## config.mk

```make
export PLATFORM = sky130hd
export DESIGN_NAME = utf16_to_utf8_transcoder_top
export DESIGN_NICKNAME = d
export VERILOG_FILES = /design/src/rtl/u16u8_pkg.sv /design/src/rtl/u16u8_front.sv /design/src/rtl/u16u8_queue.sv /design/src/rtl/u16u8_back.sv /design/src/rtl/utf16_to_utf8_transcoder_top.sv
export SDC_FILE = /design/constraint.sdc
export NUM_CORES = 1
export LEC_CHECK = 0
export ABC_AREA = 1
export BUFFER_PORTS_ARGS = -buffer_cell sky130_fd_sc_hd__buf_4
export CAP_MARGIN = 20
export CORE_UTILIZATION = 55
export DETAILED_ROUTE_END_ITERATION = 6
export PLACE_DENSITY = 0.84
export SLEW_MARGIN = 0
export SYNTH_ARGS = -nofsm -noshare
export SYNTH_HDL_FRONTEND = slang
export SYNTH_HIERARCHICAL = 1
export SYNTH_SLANG_ARGS = --single-unit
```

## constraint.sdc

```tcl
create_clock -name clk -period 2.6 [get_ports clk]
set_input_delay 0.65 -clock clk [delete_from_list [all_inputs] [get_ports clk]]
set_output_delay 0.65 -clock clk [all_outputs]
set_load 0.1 [all_outputs]
```

## src/rtl/u16u8_pkg.sv

```systemverilog
// u16u8_pkg: types, constants and queue depth default for the utf-16 to utf-8 transcoder
// depends on nothing; used by every other file in rtl
package u16u8_pkg;

	localparam int CP_W = 21;
	localparam int QUEUE_DEPTH_DEF = 4;
	localparam logic [CP_W-1:0] REPL_CP = 21'h00FFFD;

	// one request's worth of characters, at most two
	typedef struct packed {
		logic [CP_W-1:0] cp0;
		logic [CP_W-1:0] cp1;
		logic            two;
	} run_t;

	typedef struct packed {
		logic full;
		logic empty;
	} q_stat_t;

	typedef struct packed {
		logic half_valid;
		logic high_valid;
	} front_stat_t;

endpackage

```

## src/rtl/u16u8_front.sv

```systemverilog
// u16u8_front: accepts input bytes, pairs them into code units and surrogate pairs
// produces one run of up to two code points per request; uses u16u8_pkg
module u16u8_front (
	input  logic                  clk,
	input  logic                  arst_n,
	input  logic                  cfg_we,
	input  logic                  cfg_data,
	input  logic                  accept,
	input  logic [7:0]            in_byte,
	input  logic                  end_of_stream,
	output logic                  push,
	output u16u8_pkg::run_t       run,
	output u16u8_pkg::front_stat_t stat
);

	logic                        big_endian_q;
	logic [7:0]                  low_half_q;
	logic                        half_valid_q;
	logic [9:0]                  held_high_q;
	logic                        high_valid_q;

	logic [7:0]                  low_half_n;
	logic                        half_valid_n;
	logic [9:0]                  held_high_n;
	logic                        high_valid_n;

	logic [15:0]                 unit;
	logic                        is_high;
	logic                        is_low;
	logic [10:0]                 supp_hi;
	logic [u16u8_pkg::CP_W-1:0]  supp_cp;
	logic                        pre_v;
	logic                        main_v;
	logic [u16u8_pkg::CP_W-1:0]  main_cp;
	logic                        eos_v;

	assign unit    = big_endian_q ? {low_half_q, in_byte} : {in_byte, low_half_q};
	assign is_high = (unit[15:10] == 6'b110110);
	assign is_low  = (unit[15:10] == 6'b110111);
	assign supp_hi = {1'b0, held_high_q} + 11'd64;
	assign supp_cp = {supp_hi, unit[9:0]};

	always_comb begin
		low_half_n   = low_half_q;
		half_valid_n = half_valid_q;
		held_high_n  = held_high_q;
		high_valid_n = high_valid_q;
		pre_v        = 1'b0;
		main_v       = 1'b0;
		main_cp      = {5'd0, unit};
		eos_v        = 1'b0;
		if (!half_valid_q) begin
			low_half_n   = in_byte;
			half_valid_n = 1'b1;
			if (end_of_stream) begin
				pre_v = high_valid_q;
				eos_v = 1'b1;
			end
		end else begin
			half_valid_n = 1'b0;
			if (high_valid_q) begin
				high_valid_n = 1'b0;
				if (is_low) begin
					main_v  = 1'b1;
					main_cp = supp_cp;
				end else begin
					pre_v = 1'b1;
					if (is_high) begin
						high_valid_n = 1'b1;
						held_high_n  = unit[9:0];
					end else begin
						main_v = 1'b1;
					end
				end
			end else if (is_high) begin
				high_valid_n = 1'b1;
				held_high_n  = unit[9:0];
			end else if (is_low) begin
				main_v  = 1'b1;
				main_cp = u16u8_pkg::REPL_CP;
			end else begin
				main_v = 1'b1;
			end
			// held high surrogate flushed at end
			if (end_of_stream) begin
				eos_v = high_valid_n;
			end
		end
		if (end_of_stream) begin
			low_half_n   = 8'd0;
			half_valid_n = 1'b0;
			held_high_n  = 10'd0;
			high_valid_n = 1'b0;
		end
	end

	always_comb begin
		run.cp0 = u16u8_pkg::REPL_CP;
		run.cp1 = u16u8_pkg::REPL_CP;
		run.two = 1'b0;
		push    = 1'b0;
		if (pre_v) begin
			run.cp1 = main_v ? main_cp : u16u8_pkg::REPL_CP;
			run.two = main_v | eos_v;
			push    = accept;
		end else if (main_v) begin
			run.cp0 = main_cp;
			run.two = eos_v;
			push    = accept;
		end else begin
			push = accept & eos_v;
		end
	end

	always_ff @(posedge clk or negedge arst_n) begin
		if (!arst_n) begin
			big_endian_q <= 1'b0;
		end else if (cfg_we) begin
			big_endian_q <= cfg_data;
		end
	end

	always_ff @(posedge clk or negedge arst_n) begin
		if (!arst_n) begin
			low_half_q   <= 8'd0;
			half_valid_q <= 1'b0;
			held_high_q  <= 10'd0;
			high_valid_q <= 1'b0;
		end else if (accept) begin
			low_half_q   <= low_half_n;
			half_valid_q <= half_valid_n;
			held_high_q  <= held_high_n;
			high_valid_q <= high_valid_n;
		end
	end

	assign stat.half_valid = half_valid_q;
	assign stat.high_valid = high_valid_q;

endmodule

```

## src/rtl/u16u8_queue.sv

```systemverilog
// u16u8_queue: small fifo of runs between the front and the back
// uses u16u8_pkg for the run type and status struct
module u16u8_queue #(
	parameter int DEPTH = u16u8_pkg::QUEUE_DEPTH_DEF
) (
	input  logic                 clk,
	input  logic                 arst_n,
	input  logic                 push,
	input  u16u8_pkg::run_t      push_run,
	input  logic                 pop,
	output u16u8_pkg::run_t      head,
	output u16u8_pkg::q_stat_t   stat
);

	localparam int PTR_W = $clog2(DEPTH);
	localparam int CNT_W = $clog2(DEPTH + 1);

	u16u8_pkg::run_t   mem_q [DEPTH];
	u16u8_pkg::run_t   head_q;
	logic [PTR_W-1:0]  wr_ptr_q;
	logic [PTR_W-1:0]  rd_ptr_q;
	logic [PTR_W-1:0]  rd_next;
	logic [CNT_W-1:0]  cnt_q;

	assign rd_next    = pop ? ((rd_ptr_q == PTR_W'(DEPTH - 1)) ? '0 : rd_ptr_q + 1'b1)
	                        : rd_ptr_q;
	assign head       = head_q;
	assign stat.full  = (cnt_q == CNT_W'(DEPTH));
	assign stat.empty = (cnt_q == '0);

	always_ff @(posedge clk) begin
		if (push) begin
			mem_q[wr_ptr_q] <= push_run;
		end
	end

	// head register, bypassed when the new request lands at the head slot
	always_ff @(posedge clk) begin
		if (push && (wr_ptr_q == rd_next)) begin
			head_q <= push_run;
		end else begin
			head_q <= mem_q[rd_next];
		end
	end

	always_ff @(posedge clk or negedge arst_n) begin
		if (!arst_n) begin
			wr_ptr_q <= '0;
			rd_ptr_q <= '0;
			cnt_q    <= '0;
		end else begin
			if (push) begin
				wr_ptr_q <= (wr_ptr_q == PTR_W'(DEPTH - 1)) ? '0 : wr_ptr_q + 1'b1;
			end
			rd_ptr_q <= rd_next;
			if (push && !pop) begin
				cnt_q <= cnt_q + 1'b1;
			end else if (pop && !push) begin
				cnt_q <= cnt_q - 1'b1;
			end
		end
	end

endmodule

```

## src/rtl/u16u8_back.sv

```systemverilog
// u16u8_back: turns the head run into utf-8 bytes, one byte per cycle unless stalled,
// into an output register; uses u16u8_pkg for the run type
module u16u8_back (
	input  logic                 clk,
	input  logic                 arst_n,
	input  u16u8_pkg::run_t      head,
	input  logic                 head_valid,
	output logic                 pop,
	output logic                 out_valid,
	input  logic                 out_stall,
	output logic [7:0]           out_byte,
	output logic                 last_of_run
);

	logic                        sel_q;
	logic [1:0]                  idx_q;
	logic                        out_valid_q;
	logic [7:0]                  out_byte_q;
	logic                        last_q;

	logic [u16u8_pkg::CP_W-1:0]  cur_cp;
	logic [1:0]                  len_m1;
	logic [7:0]                  enc;
	logic                        open;
	logic                        adv;
	logic                        byte_last;
	logic                        run_end;

	function automatic logic [1:0] cp_len_m1(input logic [u16u8_pkg::CP_W-1:0] cp);
		logic [1:0] n;
		if (cp[20:7] == '0) begin
			n = 2'd0;
		end else if (cp[20:11] == '0) begin
			n = 2'd1;
		end else if (cp[20:16] == '0) begin
			n = 2'd2;
		end else begin
			n = 2'd3;
		end
		return n;
	endfunction

	function automatic logic [7:0] enc_byte(input logic [u16u8_pkg::CP_W-1:0] cp,
	                                        input logic [1:0] n, input logic [1:0] k);
		logic [7:0] b;
		case ({n, k})
			4'b00_00: b = {1'b0, cp[6:0]};
			4'b01_00: b = {3'b110, cp[10:6]};
			4'b01_01: b = {2'b10, cp[5:0]};
			4'b10_00: b = {4'b1110, cp[15:12]};
			4'b10_01: b = {2'b10, cp[11:6]};
			4'b10_10: b = {2'b10, cp[5:0]};
			4'b11_00: b = {5'b11110, cp[20:18]};
			4'b11_01: b = {2'b10, cp[17:12]};
			4'b11_10: b = {2'b10, cp[11:6]};
			4'b11_11: b = {2'b10, cp[5:0]};
			default:  b = 8'd0;
		endcase
		return b;
	endfunction

	assign cur_cp    = sel_q ? head.cp1 : head.cp0;
	assign len_m1    = cp_len_m1(cur_cp);
	assign enc       = enc_byte(cur_cp, len_m1, idx_q);
	assign open      = !out_valid_q || !out_stall;
	assign adv       = head_valid && open;
	assign byte_last = (idx_q == len_m1);
	assign run_end   = byte_last && (sel_q || !head.two);
	assign pop       = adv && run_end;

	always_ff @(posedge clk or negedge arst_n) begin
		if (!arst_n) begin
			sel_q       <= 1'b0;
			idx_q       <= 2'd0;
			out_valid_q <= 1'b0;
		end else begin
			if (open) begin
				out_valid_q <= head_valid;
			end
			if (adv) begin
				idx_q <= byte_last ? 2'd0 : idx_q + 2'd1;
				if (byte_last) begin
					sel_q <= !run_end;
				end
			end
		end
	end

	always_ff @(posedge clk) begin
		if (adv) begin
			out_byte_q <= enc;
			last_q     <= run_end;
		end
	end

	assign out_valid   = out_valid_q;
	assign out_byte    = out_byte_q;
	assign last_of_run = last_q;

endmodule

```

## src/rtl/utf16_to_utf8_transcoder_top.sv

```systemverilog
// utf16_to_utf8_transcoder_top: utf-16 byte stream in, utf-8 byte stream out
// the first result byte of a request is registered in the queue head and then in the back's output register
// throughput: one input byte per cycle into the front unless the queue is full, one utf-8 byte per
// cycle from the back unless stalled; a request holds the back for all its bytes, the run queue absorbs bursts
// reset: arst_n clears the endian register, pairing state, queue and output valid flag at once
// depends on u16u8_pkg, u16u8_front, u16u8_queue, u16u8_back
module utf16_to_utf8_transcoder_top #(
	parameter int QUEUE_DEPTH = u16u8_pkg::QUEUE_DEPTH_DEF
) (
	input  logic       clk,
	input  logic       arst_n,
	input  logic       cfg_we,
	input  logic       cfg_data,
	input  logic       in_valid,
	output logic       in_stall,
	input  logic [7:0] in_byte,
	input  logic       end_of_stream,
	output logic       out_valid,
	input  logic       out_stall,
	output logic [7:0] out_byte,
	output logic       last_of_run
);

	logic                    accept;
	logic                    push;
	logic                    pop;
	u16u8_pkg::run_t         push_run;
	u16u8_pkg::run_t         head;
	u16u8_pkg::q_stat_t      q_stat;
	u16u8_pkg::front_stat_t  f_stat;

	assign in_stall = q_stat.full;
	assign accept   = in_valid && !in_stall;

	u16u8_front u_front (
		.clk           (clk),
		.arst_n        (arst_n),
		.cfg_we        (cfg_we),
		.cfg_data      (cfg_data),
		.accept        (accept),
		.in_byte       (in_byte),
		.end_of_stream (end_of_stream),
		.push          (push),
		.run           (push_run),
		.stat          (f_stat)
	);

	u16u8_queue #(
		.DEPTH (QUEUE_DEPTH)
	) u_queue (
		.clk      (clk),
		.arst_n   (arst_n),
		.push     (push),
		.push_run (push_run),
		.pop      (pop),
		.head     (head),
		.stat     (q_stat)
	);

	u16u8_back u_back (
		.clk         (clk),
		.arst_n      (arst_n),
		.head        (head),
		.head_valid  (!q_stat.empty),
		.pop         (pop),
		.out_valid   (out_valid),
		.out_stall   (out_stall),
		.out_byte    (out_byte),
		.last_of_run (last_of_run)
	);

	a_pop_nonempty: assert property (@(posedge clk) disable iff (!arst_n)
		pop |-> !q_stat.empty)
		else $error("run popped from empty queue");

	a_push_room: assert property (@(posedge clk) disable iff (!arst_n)
		push |-> !q_stat.full)
		else $error("run pushed into full queue");

	a_eos_clears: assert property (@(posedge clk) disable iff (!arst_n)
		(accept && end_of_stream) |=> !(f_stat.half_valid || f_stat.high_valid))
		else $error("pairing state not cleared after end of stream");

endmodule
```

# Word-level counts from Yosys, hierarchy flattened
# Memories as Yosys holds them, arrays and structs flattened. A register that Yosys moved wholly into a read port is not among the register bits.
# Index checks and enable logic that the tools add are counted.
[op_classes]
n_addsub = 6
n_eq_ne = 17
n_mux = 51
bitwise = 2
reduce_logical = 29
[ops]
columns = ["operator", "n"]
rows = [
  ["21-bit 2-to-1 mux", 8],
  ["8-bit case mux with 7 select lines", 1],
  ["10-bit 2-to-1 mux", 5],
  ["16-bit 2-to-1 mux", 2],
  ["4-bit equality test, second input constant", 7],
  ["1-bit 2-to-1 mux", 25],
  ["8-bit 2-to-1 mux", 2],
  ["14-bit zero test", 1],
  ["6-bit equality test, second input constant", 2],
  ["2-bit 2-to-1 mux", 6],
  ["10-bit by 7-bit adder with 11-bit output, second input constant", 1],
  ["10-bit zero test", 1],
  ["4-bit by 3-bit equality test with 1-bit output, second input constant", 2],
  ["1-bit zero test", 8],
  ["2-bit by 1-bit adder with 2-bit output, second input constant", 3],
  ["1-bit logical AND", 6],
  ["3-bit 2-to-1 mux", 2],
  ["2-bit AND reduction", 3],
  ["5-bit zero test", 1],
  ["2-bit equality test, second input constant", 2],
  ["4-bit zero test", 1],
  ["2-bit nonzero test", 2],
  ["3-bit by 1-bit adder with 3-bit output, second input constant", 1],
  ["3-bit equality test, second input constant", 1],
  ["other kinds (11)", 12],
]
[totals]
register_bits = 41
ramBits = 172
in_bits = 15
output_inout_bits = 11
memories = 1
[mem_list]
columns = ["name", "depth", "word_bits", "read_ports", "rd_clocked_by_memory_dff", "wr", "line_no", "rtl"]
rows = [
  ["u_queue.mem_q", 4, 43, 1, 1, 1, "u16u8_queue.sv:18", "u16u8_pkg::run_t mem_q [DEPTH];"],
]

# Depth between registers and ports, before layout
# Gate-level depths: netlist of run 1.
[depth]
depth_word = 14
mapped_depth = 26
depth_no_buf = 24

# By module
# The synthesis of run 1 kept the hierarchy.
[by_module_without_submodules]
columns = ["mod", "instances", "cells_each", "area_each_um2", "seq_area_each_um2"]
rows = [
  ["u16u8_queue", 1, 556, 7529.7, 5380.2],
  ["u16u8_front", 1, 236, 1601.5, 525.5],
  ["u16u8_back", 1, 185, 1143.6, 370.4],
  ["utf16_to_utf8_transcoder_top", 1, 3, 13.8, 0.0],
]

# Worst setup path before layout of run 1
# No wires, ideal clock.
[synth_path]
path_type = "register to register"
startpoint = "reg u_queue.cnt_q[0]"
endpoint = "mem u_queue/mem_q[1][0] in the netlist's numbering (enable)"
setup_ns = 0.451
arrival_time_ns = 3.635
required_ns = 2.149
path_slack_ns = -1.486
stages_incl_launch_ff = 8
n_path_buf = 1
path_cell_list = "dfrtp_1 nor3_1 nor2_2 clkbuf_1 inv_1 a21oi_1 nand2_1 inv_1"
[synth_via]
elab_chain_len = 8
[synth_lines]
columns = ["item", "line_no", "rtl"]
rows = [
  ["from (decl)", "u16u8_queue.sv:23", "logic [CNT_W-1:0] cnt_q;"],
  ["from (signal assigned)", "u16u8_queue.sv:57", "cnt_q <= cnt_q + 1'b1;"],
  ["from (signal assigned)", "u16u8_queue.sv:59", "cnt_q <= cnt_q - 1'b1;"],
  ["3-bit equality test *", "u16u8_queue.sv:28", "assign stat.full = (cnt_q == CNT_W'(DEPTH));"],
  ["via in_stall", "utf16_to_utf8_transcoder_top.sv:15", "output logic in_stall,"],
  ["1-bit zero test *", "utf16_to_utf8_transcoder_top.sv:33", "assign accept = in_valid && !in_stall;"],
  ["1-bit logical AND *", "utf16_to_utf8_transcoder_top.sv:33", ""],
  ["via accept", "utf16_to_utf8_transcoder_top.sv:24", "logic accept;"],
  ["1-bit bitwise AND", "u16u8_front.sv:111", "push = accept & eos_v;"],
  ["1-bit 2-to-1 mux", "u16u8_front.sv:106", "end else if (main_v) begin"],
  ["1-bit 2-to-1 mux *", "u16u8_front.sv:102", "if (pre_v) begin"],
  ["via push", "utf16_to_utf8_transcoder_top.sv:25", "logic push;"],
  ["1-bit 2-to-1 mux *", "u16u8_queue.sv:32", "if (push) begin"],
  ["1-bit 2-to-1 mux (not written as such) *", "u16u8_queue.sv:33", "mem_q[wr_ptr_q] <= push_run;"],
  ["to (decl)", "u16u8_queue.sv:18", ""],
]
# Mark *: on every way through the listed nets, which the timed path passes. The rest lies on a longest branch.

==> qor.log, run 1 <==
qor: sta.final-setup-viol-count 8
qor: power.power.leakage 5.183 nW
qor: cts.clock_sink_count 215
qor: routing.dr.pass1.iters 7
qor: floorplanning.design.die.area 0.01923 mm²
qor: logic_synthesis.syn_avg_cell_area 10.50 µm²
qor: cts.cts_buffers 22
qor: floorplanning.die_height 138.7 µm
qor: finish.finalNetCount 1104
qor: global_routing.pin_count_of_the_biggest_net_entering_global_routing 34
qor: setup_path.timing.critical_path.fanout_max 23
qor: power.report.power.total 14.83 mW
qor: cts.clk_root_buffer_cell sky130_fd_sc_hd__clkbuf_16
qor: cts.ctsHtreeMaxLevel 1
qor: finish.number_of_inserted_diodes 0
qor: logic_synthesis.synthCells 978
qor: floorplanning.row_count 49
qor: sta.setup_slack -0.4877 ns
qor: routing.route.detailed.vias_per_inst 5.679
qor: sta.slew_at_the_pin_with_the_worst_max_slew_slack 0.5681 ns
qor: global_routing.grt_first_pass_wirelength 38960 µm
qor: sta.timing.clock.skew 0.02029 ns
qor: job.maxCapViolCount 0
qor: sta.timing_max_transition_violations_final 0
qor: setup_path.arrival 3.49 ns
qor: finish.final-seq-area 0.006281 mm²
qor: finish.fraction_of_final_layout_cells_with_drive_strength_greater_than_1 25.53%
qor: hold_path.holdCritPathClass input port to async pin
qor: placed_design.placedInstanceArea 0.01122 mm²
qor: sta.timing.fmax 323.9 MHz
qor: cts.hold_buffers 0
qor: routing.first_iter_violations 832
qor: finish.utilization 68.37%
qor: setup_path.cp-end-kind flip-flop
qor: routing.route.detailed.drc 6
qor: placed_design.gp_routability_congestion 0.9337
qor: setup_path.reg2reg_setup_slack -0.49 ns
qor: placed_design.numPortBuffers 25
qor: logic_synthesis.netlist_area_before_placement 0.01027 mm²
qor: setup_path.r2r_end u_queue/cnt_q[1]
qor: cts.cts_tree done
qor: sta.final_min_period_over_clock_period 118.8%
qor: setup_path.worst-r2r-cell-count 21
qor: finish.final_design_area_no_fill 0.01241 mm²
qor: global_routing.antenna_found_initial 0
qor: setup_path.worst-endpoint-required 3.00 ns
qor: global_routing.grt_overflow 0
qor: cts.clk_latency 0.51 ns
qor: routing.drt-total-wl 24470 µm
qor: floorplanning.placeableCoreArea 0.01815 mm²
qor: sta.final_period_minus_worst_setup_slack 3.088 ns
qor: outcome.violations DRC, setup timing
qor: routing.via_count 7507
qor: power.max-vdd-ir-drop 0.6435 mV
qor: finish.multi_input_comb_area 0.003329 mm²
qor: power.power.density 1195 mW/mm²
qor: placed_design.post-dp-hpwl 15290 µm
qor: setup_path.criticalPathCategory flip-flop to flip-flop
qor: global_routing.grt_pass1_vias 7703
qor: floorplanning.io-pin-count 26
qor: sta.report.final.hold_viol_count 0
qor: floorplanning.width_of_the_die 138.7 µm
qor: routing.route.detailed.wl_per_inst 18.51 µm
qor: finish.fill_cells 1179
qor: logic_synthesis.yosysWarningCount 6
qor: global_routing.all_layer_gr_usage 25.88%
qor: setup_path.startpoint_type flip-flop
qor: sta.timing.slew.headroom 61.73%
qor: sta.setup_repair_after_global_routing_missed_its_margin yes
qor: cts.clk_transition_reported_paths 0.06 ns
qor: finish.area_growth 20.78%
qor: floorplanning.floorplan.initialDensity 56.61%
qor: cts.clock_tree.buffer_depth 3
qor: routing.final_antenna_net_count 0
qor: outcome.status finished, violations left
area by class of cell:
class	instances	share of cell area (%)
tap	229	2.309
inverter	134	4.265
timing repair buffer	118	9.852
clock inverter	9	0.9983
clock buffer	31	5.122
multi-input combinational	586	26.83
sequential	215	50.62
worst max path at each step:
stage                          from               end  slack [ns]  cells past startpoint
after floorplan           flip-flop  u_queue/cnt_q[1]       -0.16                     22
after global placement    flip-flop  u_queue/cnt_q[1]       -0.17                     21
after detailed placement  flip-flop  u_queue/cnt_q[2]       -0.32                     22
after CTS                 flip-flop  u_queue/cnt_q[1]       -0.31                     21
after global routing      flip-flop  u_queue/cnt_q[2]       -0.58                     23
final                     flip-flop  u_queue/cnt_q[1]       -0.49                     21
sequential cells by signal (all words and copies together), names as in the netlist, 2 cells and up, named ones only:
name and cells:
u_queue/rd_ptr_q 2, u_front/held_high_q 10, u_back/out_byte 8, u_queue/wr_ptr_q 2
u_queue/cnt_q 3, u_queue/mem_q 172, u_front/low_half_q 8, u_back/idx_q 2
what timing repair did:
action                     in CTS  in global routing
gates cloned                    5                  2
setup endpoints to repair      58                141
resized for setup              15                 41
buffers inserted                7                  2
pin swaps                      10                 35
per-stage QoR:
step | hold slack (ns) | setup WS [ns] | setup TNS, ns | std cells
after floorplan | 0.3544 | -0.1601 | -21.07 | 982
after CTS | 0.1031 | -0.3057 | -0.6151 | 1319
after global placement | 0.4633 | -0.1720 | -5.634 | 1267
after detailed placement | 0.4664 | -0.3206 | -13.57 | 1267
final | 0.09480 | -0.4877 | -1.313 | 1322
after global routing | 0.1282 | -0.5849 | -2.734 | 1322
worst max-delay path, stage by stage, from the launching register on:
cell and delay (ns):
sky130_fd_sc_hd__dfxtp_4 0.40, sky130_fd_sc_hd__buf_12 0.14, sky130_fd_sc_hd__buf_16 0.16, sky130_fd_sc_hd__o211ai_1 0.19
sky130_fd_sc_hd__nand2_1 0.12, sky130_fd_sc_hd__nand2_1 0.17, sky130_fd_sc_hd__nand2_2 0.12, sky130_fd_sc_hd__nor2_4 0.14
sky130_fd_sc_hd__nand2_2 0.10, sky130_fd_sc_hd__nor2_4 0.11, sky130_fd_sc_hd__nand2_2 0.08, sky130_fd_sc_hd__nand2_2 0.06
sky130_fd_sc_hd__nand2_2 0.04, sky130_fd_sc_hd__nand2_2 0.07, sky130_fd_sc_hd__nand3_2 0.07, sky130_fd_sc_hd__nor2_2 0.14
sky130_fd_sc_hd__inv_2 0.07, sky130_fd_sc_hd__ha_4 0.17, sky130_fd_sc_hd__inv_4 0.06, sky130_fd_sc_hd__fa_2 0.42
sky130_fd_sc_hd__nand2_1 0.09, sky130_fd_sc_hd__nand2_1 0.06
per-layer routing:
metal  vias up  wire, µm  global-route usage [%]
met5         -         0                       0
met4         0       833                   10.41
met3        63      1817                   3.211
met2       367     12290                   45.63
met1      3606      9535                   32.60
li1       3471         -                       -
where the power goes:
part	internal (mW)	total (mW)	switching (mW)
clock	2.00	3.29	1.29
combinational	2.49	6.71	4.22
sequential	4.50	4.83	0.331
cells in the final DEF (no fill, tap or decap), types with 10 or more instances in the layout:
master	count
sky130_fd_sc_hd__clkbuf_16	25
sky130_fd_sc_hd__o211ai_2	44
sky130_fd_sc_hd__ha_1	10
sky130_fd_sc_hd__edfxtp_1	181
sky130_fd_sc_hd__o211ai_1	42
sky130_fd_sc_hd__nor2_2	11
sky130_fd_sc_hd__dfrtp_1	31
sky130_fd_sc_hd__nand3_1	37
sky130_fd_sc_hd__nor2_1	29
sky130_fd_sc_hd__o21ai_0	18
sky130_fd_sc_hd__inv_1	118
sky130_fd_sc_hd__buf_12	17
sky130_fd_sc_hd__nand2_2	31
sky130_fd_sc_hd__nand2_1	303
sky130_fd_sc_hd__buf_4	94
(Power assumes the default switching activity.)
==> inputs of run 2 (changes only) <==
ABC_AREA = 0   (was 1)
==> qor.log, run 2 <==
qor: outcome.status finished, violations left
qor: outcome.violations setup timing
qor: global_routing.grt_first_pass_wirelength 32870 µm [-16%]
qor: finish.most_flops_register u_queue/mem_q
qor: cts.clk_transition_reported_paths 0.06 ns [about the same]
qor: sta.report.final.hold_viol_count 0 [unchanged]
qor: logic_synthesis.yosysWarningCount 6 [unchanged]
qor: routing.via_count 5697 [-24%]
qor: setup_path.criticalPathCategory flip-flop to flip-flop
qor: placed_design.numPortBuffers 25 [unchanged]
qor: sta.setup_slack -1.141 ns [-0.6530 ns]
qor: cts.ctsHtreeMaxLevel 1 [unchanged]
qor: setup_path.arrival 4.13 ns [+0.64 ns]
qor: finish.utilization 68.48% [+0.11 points]
qor: sta.timing.slew.headroom 42.44% [-19 points]
qor: cts.clock_sink_count 215 [unchanged]
qor: logic_synthesis.netlist_area_before_placement 0.009485 mm² [-7.7%]
qor: finish.largestRegisters u_queue/mem_q: 172 flops, u_front/held_high_q: 10 flops
qor: placed_design.placement.setup.worst_slack -1.077 ns [-0.7564 ns]
qor: global_routing.pin_count_of_the_biggest_net_entering_global_routing 33 [-2.9%]
qor: sta.slew_at_the_pin_with_the_worst_max_slew_slack 0.8577 ns [+0.2896 ns]
qor: global_routing.grt_overflow 0 [unchanged]
qor: finish.layout.cells.most_common sky130_fd_sc_hd__edfxtp_1
qor: setup_path.reg2reg_setup_slack -1.14 ns [-0.65 ns]
qor: floorplanning.design.die.area 0.01778 mm² [-7.6%]
qor: routing.first_iter_violations 572 [-31%]
qor: finish.number_of_inserted_diodes 0 [unchanged]
qor: placed_design.gp_routability_congestion 0.9551 [+2.3%]
qor: power.max-vdd-ir-drop 1.328 mV [+110%]
qor: routing.route.detailed.drc 0 [-6]
qor: finish.finalNetCount 709 [-36%]
qor: placed_design.dp_cells 866 [-32%]
qor: sta.final_period_minus_worst_setup_slack 3.741 ns [+0.6530 ns]
qor: routing.dr.pass1.iters 4 [-3]
qor: floorplanning.floorplan.initialDensity 56.80% [+0.18 points]
qor: finish.final_cells 919 [-30%]
qor: sta.timing_max_transition_violations_final 0 [unchanged]
qor: cts.clk_root_buffer_cell sky130_fd_sc_hd__clkbuf_16
qor: sta.final-setup-viol-count 19 [+11]
qor: global_routing.all_layer_gr_usage 24.60% [-1.3 points]
qor: cts.clk_latency 0.51 ns [about the same]
qor: job.maxCapViolCount 0 [unchanged]
qor: setup_path.worst-r2r-cell-count 13 [-38%]
qor: finish.area_growth 20.58%
qor: routing.drt-total-wl 21340 µm [-13%]
qor: routing.route.detailed.vias_per_inst 6.199 [+9.2%]
qor: hold_path.holdCritPathClass input port to async pin
qor: sta.timing.fmax 267.3 MHz [-17%]
qor: logic_synthesis.syn_avg_cell_area 16.55 µm² [+58%]
qor: setup_path.timing.critical_path.fanout_max 8 [-65%]
qor: floorplanning.width_of_the_die 133.3 µm [-3.9%]
qor: floorplanning.placeableCoreArea 0.01670 mm² [-8.0%]
qor: logic_synthesis.synthCells 573 [-41%]
qor: floorplanning.io-pin-count 26 [unchanged]
qor: power.power.leakage 3.859 nW [-26%]
qor: setup_path.worst-endpoint-required 2.99 ns [about the same]
qor: cts.clock_tree.buffer_depth 3 [unchanged]
qor: cts.cts_buffers 23 [+4.5%]
qor: cts.cts_tree done
qor: routing.route.detailed.wl_per_inst 23.22 µm [+25%]
qor: placed_design.placedInstanceArea 0.01045 mm² [-6.9%]
qor: routing.final_antenna_net_count 0 [unchanged]
qor: setup_path.r2r_end u_queue/cnt_q[1]
qor: finish.mostFrequentLayoutCells 181 x sky130_fd_sc_hd__edfxtp_1, 93 x sky130_fd_sc_hd__buf_4, 40 x sky130_fd_sc_hd__mux4_2
qor: setup_path.cp-end-kind flip-flop
qor: finish.flip_flop_count_of_the_largest_register_all_copies_and_words_added 172 [unchanged]
qor: power.power.density 1122 mW/mm² [-6.1%]
qor: global_routing.antenna_found_initial 0 [unchanged]
qor: placed_design.post-dp-hpwl 14010 µm [-8.4%]
qor: floorplanning.row_count 47 [-4.1%]
qor: sta.final_min_period_over_clock_period 143.9% [+25 points]
qor: global_routing.grt_pass1_vias 5938 [-23%]
qor: power.report.power.total 12.83 mW [-13%]
qor: sta.timing.clock.skew 0.01030 ns [-0.009996 ns]
qor: finish.final_design_area_no_fill 0.01144 mm² [-7.8%]
qor: sta.setup_repair_after_global_routing_missed_its_margin yes
qor: finish.fraction_of_final_layout_cells_with_drive_strength_greater_than_1 34.48% [+9.0 points]
qor: floorplanning.die_height 133.3 µm [-3.9%]
qor: setup_path.startpoint_type flip-flop
==> run 2: how the worst max path moves through the flow <==
| stage | cells after the start | endpoint | slack [ns] | from |
|---|---|---|---|---|
| final | 13 | u_queue/cnt_q[1] | -1.14 | flip-flop |
| after global routing | 13 | u_queue/cnt_q[1] | -1.28 | flip-flop |
| after CTS | 13 | u_queue/cnt_q[1] | -0.97 | flip-flop |
| after detailed placement | 16 | u_queue/cnt_q[2] | -1.08 | flip-flop |
| after global placement | 15 | u_queue/cnt_q[2] | -0.95 | flip-flop |
| after floorplan | 16 | u_queue/cnt_q[2] | -1.08 | flip-flop |
==> run 2: layout make-up <==
| type | count | area [µm²] |
|---|---|---|
| inverters | 22 | 82.58 |
| clock inverters | 10 | 61.31 |
| fillers | 1083 | 5264 |
| repair buffers | 111 | 988.4 |
| flip-flops and latches | 215 | 6281 |
| multi-input cells | 309 | 3098 |
| clock buffers | 32 | 650.6 |
| well taps | 220 | 275.3 |
==> run 2: what timing repair did <==
item / CTS / global route
gates resized for setup: 20 / 19
setup endpoints to repair: 19 / 170
buffers inserted: 6 / 6
pin swaps: 10 / 8
hold buffers: 0 / 0
endpoints found under the hold margin: 0 / 0
==> run 2: worst max-delay path, stage by stage, from the launching register on <==
cell and delay (ns):
sky130_fd_sc_hd__dfxtp_4 0.36, sky130_fd_sc_hd__buf_12 0.13, sky130_fd_sc_hd__mux4_2 0.52, sky130_fd_sc_hd__or4b_4 0.58, sky130_fd_sc_hd__o22ai_4 0.27, sky130_fd_sc_hd__nand3_4 0.12, sky130_fd_sc_hd__a211oi_1 0.39, sky130_fd_sc_hd__a211oi_2 0.10
sky130_fd_sc_hd__nor2_2 0.16, sky130_fd_sc_hd__inv_2 0.07, sky130_fd_sc_hd__ha_4 0.16, sky130_fd_sc_hd__inv_2 0.05, sky130_fd_sc_hd__fa_2 0.42, sky130_fd_sc_hd__mux2_4 0.28
==> run 2: per-layer routing <==
layer | share of wire, % | routed length, µm | GRT usage [%] | vias to the layer above
met5 | 0 | 0 | 0 | -
met4 | 3.2 | 692 | 8.775 | 0
li1 | - | - | - | 2485
met2 | 51 | 10800 | 41.98 | 258
met3 | 6.8 | 1453 | 3.615 | 50
met1 | 39 | 8392 | 32.37 | 2904
==> run 2: power breakdown <==
group / total (mW) / switching, mW / internal, mW
Clock: 3.04 / 1.29 / 1.76
Sequential: 4.74 / 0.299 / 4.44
Combinational: 5.05 / 2.96 / 2.09
==> run 2: metrics by stage <==
step                hold slack (ns)  TNS (ns)
floorplan                    0.3544   -109.60
CTS                         0.09620    -9.121
finish                      0.09449    -11.92
global placement             0.4731    -8.190
global route                 0.1150    -13.70
detailed placement           0.4710    -12.88
==> inputs of run 3 (changes only) <==
CORE_UTILIZATION = 56   (was 55)
CTS_CLUSTER_SIZE = 16   (was not set)
PLACE_DENSITY = 0.86   (was 0.84)
==> qor.log, run 3 (synthesis results as in run 2) <==
qor: cts.clk_transition_reported_paths 0.06 ns [about the same]
qor: routing.dr.pass1.iters 5 [+1]
qor: finish.most_flops_register u_queue/mem_q
qor: setup_path.timing.critical_path.fanout_max 8 [unchanged]
qor: global_routing.grt_first_pass_wirelength 32810 µm [-0.19%]
qor: routing.route.detailed.wl_per_inst 23.16 µm [-0.27%]
qor: routing.via_count 5703 [+0.11%]
qor: power.report.power.total 12.67 mW [-1.3%]
qor: cts.clk_root_buffer_cell sky130_fd_sc_hd__clkbuf_16
qor: finish.fill_cells 1029 [-5.0%]
qor: global_routing.antenna_found_initial 0 [unchanged]
qor: routing.drt-total-wl 21350 µm [about the same]
qor: finish.layout.cells.most_common sky130_fd_sc_hd__edfxtp_1
qor: placed_design.gp_routability_congestion 0.9344 [-2.2%]
qor: finish.fraction_of_final_layout_cells_with_drive_strength_greater_than_1 34.47% [about the same]
qor: cts.cts_buffers 23 [unchanged]
qor: setup_path.criticalPathCategory flip-flop to flip-flop
qor: outcome.violations setup timing
qor: sta.final_min_period_over_clock_period 139.8% [-4.0 points]
qor: power.max-vdd-ir-drop 1.150 mV [-13%]
qor: hold_path.holdCritPathClass input port to async pin
qor: finish.number_of_inserted_diodes 0 [unchanged]
qor: sta.report.final.hold_viol_count 0 [unchanged]
qor: routing.route.detailed.vias_per_inst 6.185 [-0.22%]
qor: floorplanning.floorplan.initialDensity 57.20% [+0.40 points]
qor: placed_design.dp_cells 870 [+0.46%]
qor: sta.setup_slack -1.036 ns [+0.1047 ns]
qor: cts.clock_tree.buffer_depth 3 [unchanged]
qor: global_routing.grt_overflow 0 [unchanged]
qor: setup_path.arrival 4.06 ns [-0.07 ns]
qor: sta.timing.fmax 275.0 MHz [+2.9%]
qor: sta.final-setup-viol-count 19 [unchanged]
qor: finish.area_growth 19.69%
qor: finish.flip_flop_count_of_the_largest_register_all_copies_and_words_added 172 [unchanged]
qor: sta.timing_max_transition_violations_final 0 [unchanged]
qor: finish.finalNetCount 713 [+0.56%]
qor: placed_design.placement.setup.worst_slack -1.137 ns [-0.05976 ns]
qor: power.power.density 1116 mW/mm² [-0.53%]
qor: sta.timing.clock.skew 0.02092 ns [+0.01062 ns]
qor: floorplanning.width_of_the_die 132.1 µm [-0.89%]
qor: finish.final_cells 922 [+0.33%]
qor: placed_design.numPortBuffers 25 [unchanged]
qor: power.power.leakage 3.836 nW [-0.59%]
qor: placed_design.post-dp-hpwl 14110 µm [+0.69%]
qor: routing.first_iter_violations 597 [+4.4%]
qor: finish.final-seq-area 0.006279 mm² [about the same]
qor: sta.slew_at_the_pin_with_the_worst_max_slew_slack 0.8442 ns [-0.01347 ns]
qor: sta.final_period_minus_worst_setup_slack 3.636 ns [-0.1047 ns]
qor: floorplanning.design.die.area 0.01746 mm² [-1.8%]
qor: cts.clk_latency 0.51 ns [about the same]
qor: sta.fin_worst_hold_slack 0.09044 ns [-0.004056 ns]
qor: floorplanning.row_count 47 [unchanged]
qor: setup_path.startpoint_type flip-flop
qor: setup_path.cp-end-kind flip-flop
qor: sta.timing.slew.headroom 43.34% [+0.90 points]
qor: job.maxCapViolCount 0 [unchanged]
qor: finish.largestRegisters u_queue/mem_q: 172 flops, u_front/held_high_q: 10 flops
qor: floorplanning.placeableCoreArea 0.01658 mm² [-0.70%]
qor: global_routing.grt_pass1_vias 5891 [-0.79%]
qor: global_routing.all_layer_gr_usage 25.18% [+0.58 points]
qor: setup_path.worst-endpoint-required 3.02 ns [+0.03 ns]
qor: finish.multi_input_comb_area 0.003067 mm² [-1.0%]
qor: global_routing.pin_count_of_the_biggest_net_entering_global_routing 33 [unchanged]
qor: cts.clock_sink_count 215 [unchanged]
qor: outcome.status finished, violations left
qor: sta.setup_repair_after_global_routing_missed_its_margin yes
qor: routing.final_antenna_net_count 0 [unchanged]
qor: floorplanning.io-pin-count 26 [unchanged]
qor: cts.ctsHtreeMaxLevel 1 [unchanged]
qor: finish.utilization 68.46% [about the same]
qor: finish.mostFrequentLayoutCells 181 x sky130_fd_sc_hd__edfxtp_1, 104 x sky130_fd_sc_hd__buf_4, 40 x sky130_fd_sc_hd__mux4_2
qor: floorplanning.die_height 132.1 µm [-0.89%]
qor: routing.route.detailed.drc 0 [unchanged]
qor: cts.cts_tree done
==> run 3: per-layer routing <==
layer / vias up / track usage, % / routed length (µm)
met5: - / 0 / 0
met4: 0 / 10.85 / 862
met3: 63 / 4.075 / 1438
met2: 257 / 42.97 / 10800
met1: 2890 / 32.14 / 8253
li1: 2493 / - / -
==> run 3: final timing paths <==
path / end / slack [ns] / depth (start not counted)
hold / removal: u_queue/wr_ptr_q[1] / 0.09 / 1
hold reg to reg: u_front/held_high_q[5] / 0.50 / 1
max in group asynchronous: u_back/idx_q[1] / 2.16 / 1
setup / recovery: u_queue/cnt_q[2] / -1.04 / 15
min in group clk: u_front/big_endian_q / 0.37 / 2
setup reg to reg: u_queue/cnt_q[2] / -1.04 / 15
==> run 3: where the power goes <==
part	internal, mW	leakage [nW]	switching [mW]
clock network	1.65	0.325	1.29
logic	2.05	1.61	2.97
registers	4.44	1.90	0.275
total	8.14	3.84	4.53
==> run 3: area by class of cell <==
type / count / share of cell area, %
sequential: 215 / 55.30
inverter: 22 / 0.7274
timing repair buffer: 115 / 8.585
clock inverter: 12 / 0.6833
clock buffer: 29 / 5.268
tap: 220 / 2.425
multi-input combinational: 309 / 27.01
==> run 3: worst max-delay path, cell delays in order (launching register included) <==
cell	delay, ns
sky130_fd_sc_hd__dfxtp_2	0.35
sky130_fd_sc_hd__buf_12	0.14
sky130_fd_sc_hd__mux4_2	0.51
sky130_fd_sc_hd__or4b_4	0.57
sky130_fd_sc_hd__o22ai_4	0.30
sky130_fd_sc_hd__nand3_4	0.12
sky130_fd_sc_hd__and3_4	0.18
sky130_fd_sc_hd__a211oi_2	0.27
sky130_fd_sc_hd__nor2_2	0.08
sky130_fd_sc_hd__inv_2	0.09
sky130_fd_sc_hd__ha_4	0.13
sky130_fd_sc_hd__inv_2	0.04
sky130_fd_sc_hd__fa_2	0.33
sky130_fd_sc_hd__xor2_1	0.17
sky130_fd_sc_hd__nor2_1	0.12
sky130_fd_sc_hd__xor2_1	0.15
==> run 3: repair_timing <==
action	CTS	global route
pin swaps	13	6
resized for setup	16	10
setup buffers	9	4
setup endpoints to repair	19	82
hold buffers	0	0
==> run 3: metrics by stage <==
step / TNS, ns / instance area (µm²)
final: -11.31 / 11350
after CTS: -10.06 / 11280
after global placement: -8.289 / 10470
after detailed placement: -10.21 / 10470
after global routing: -12.77 / 11350
after floorplan: -109.60 / 9533
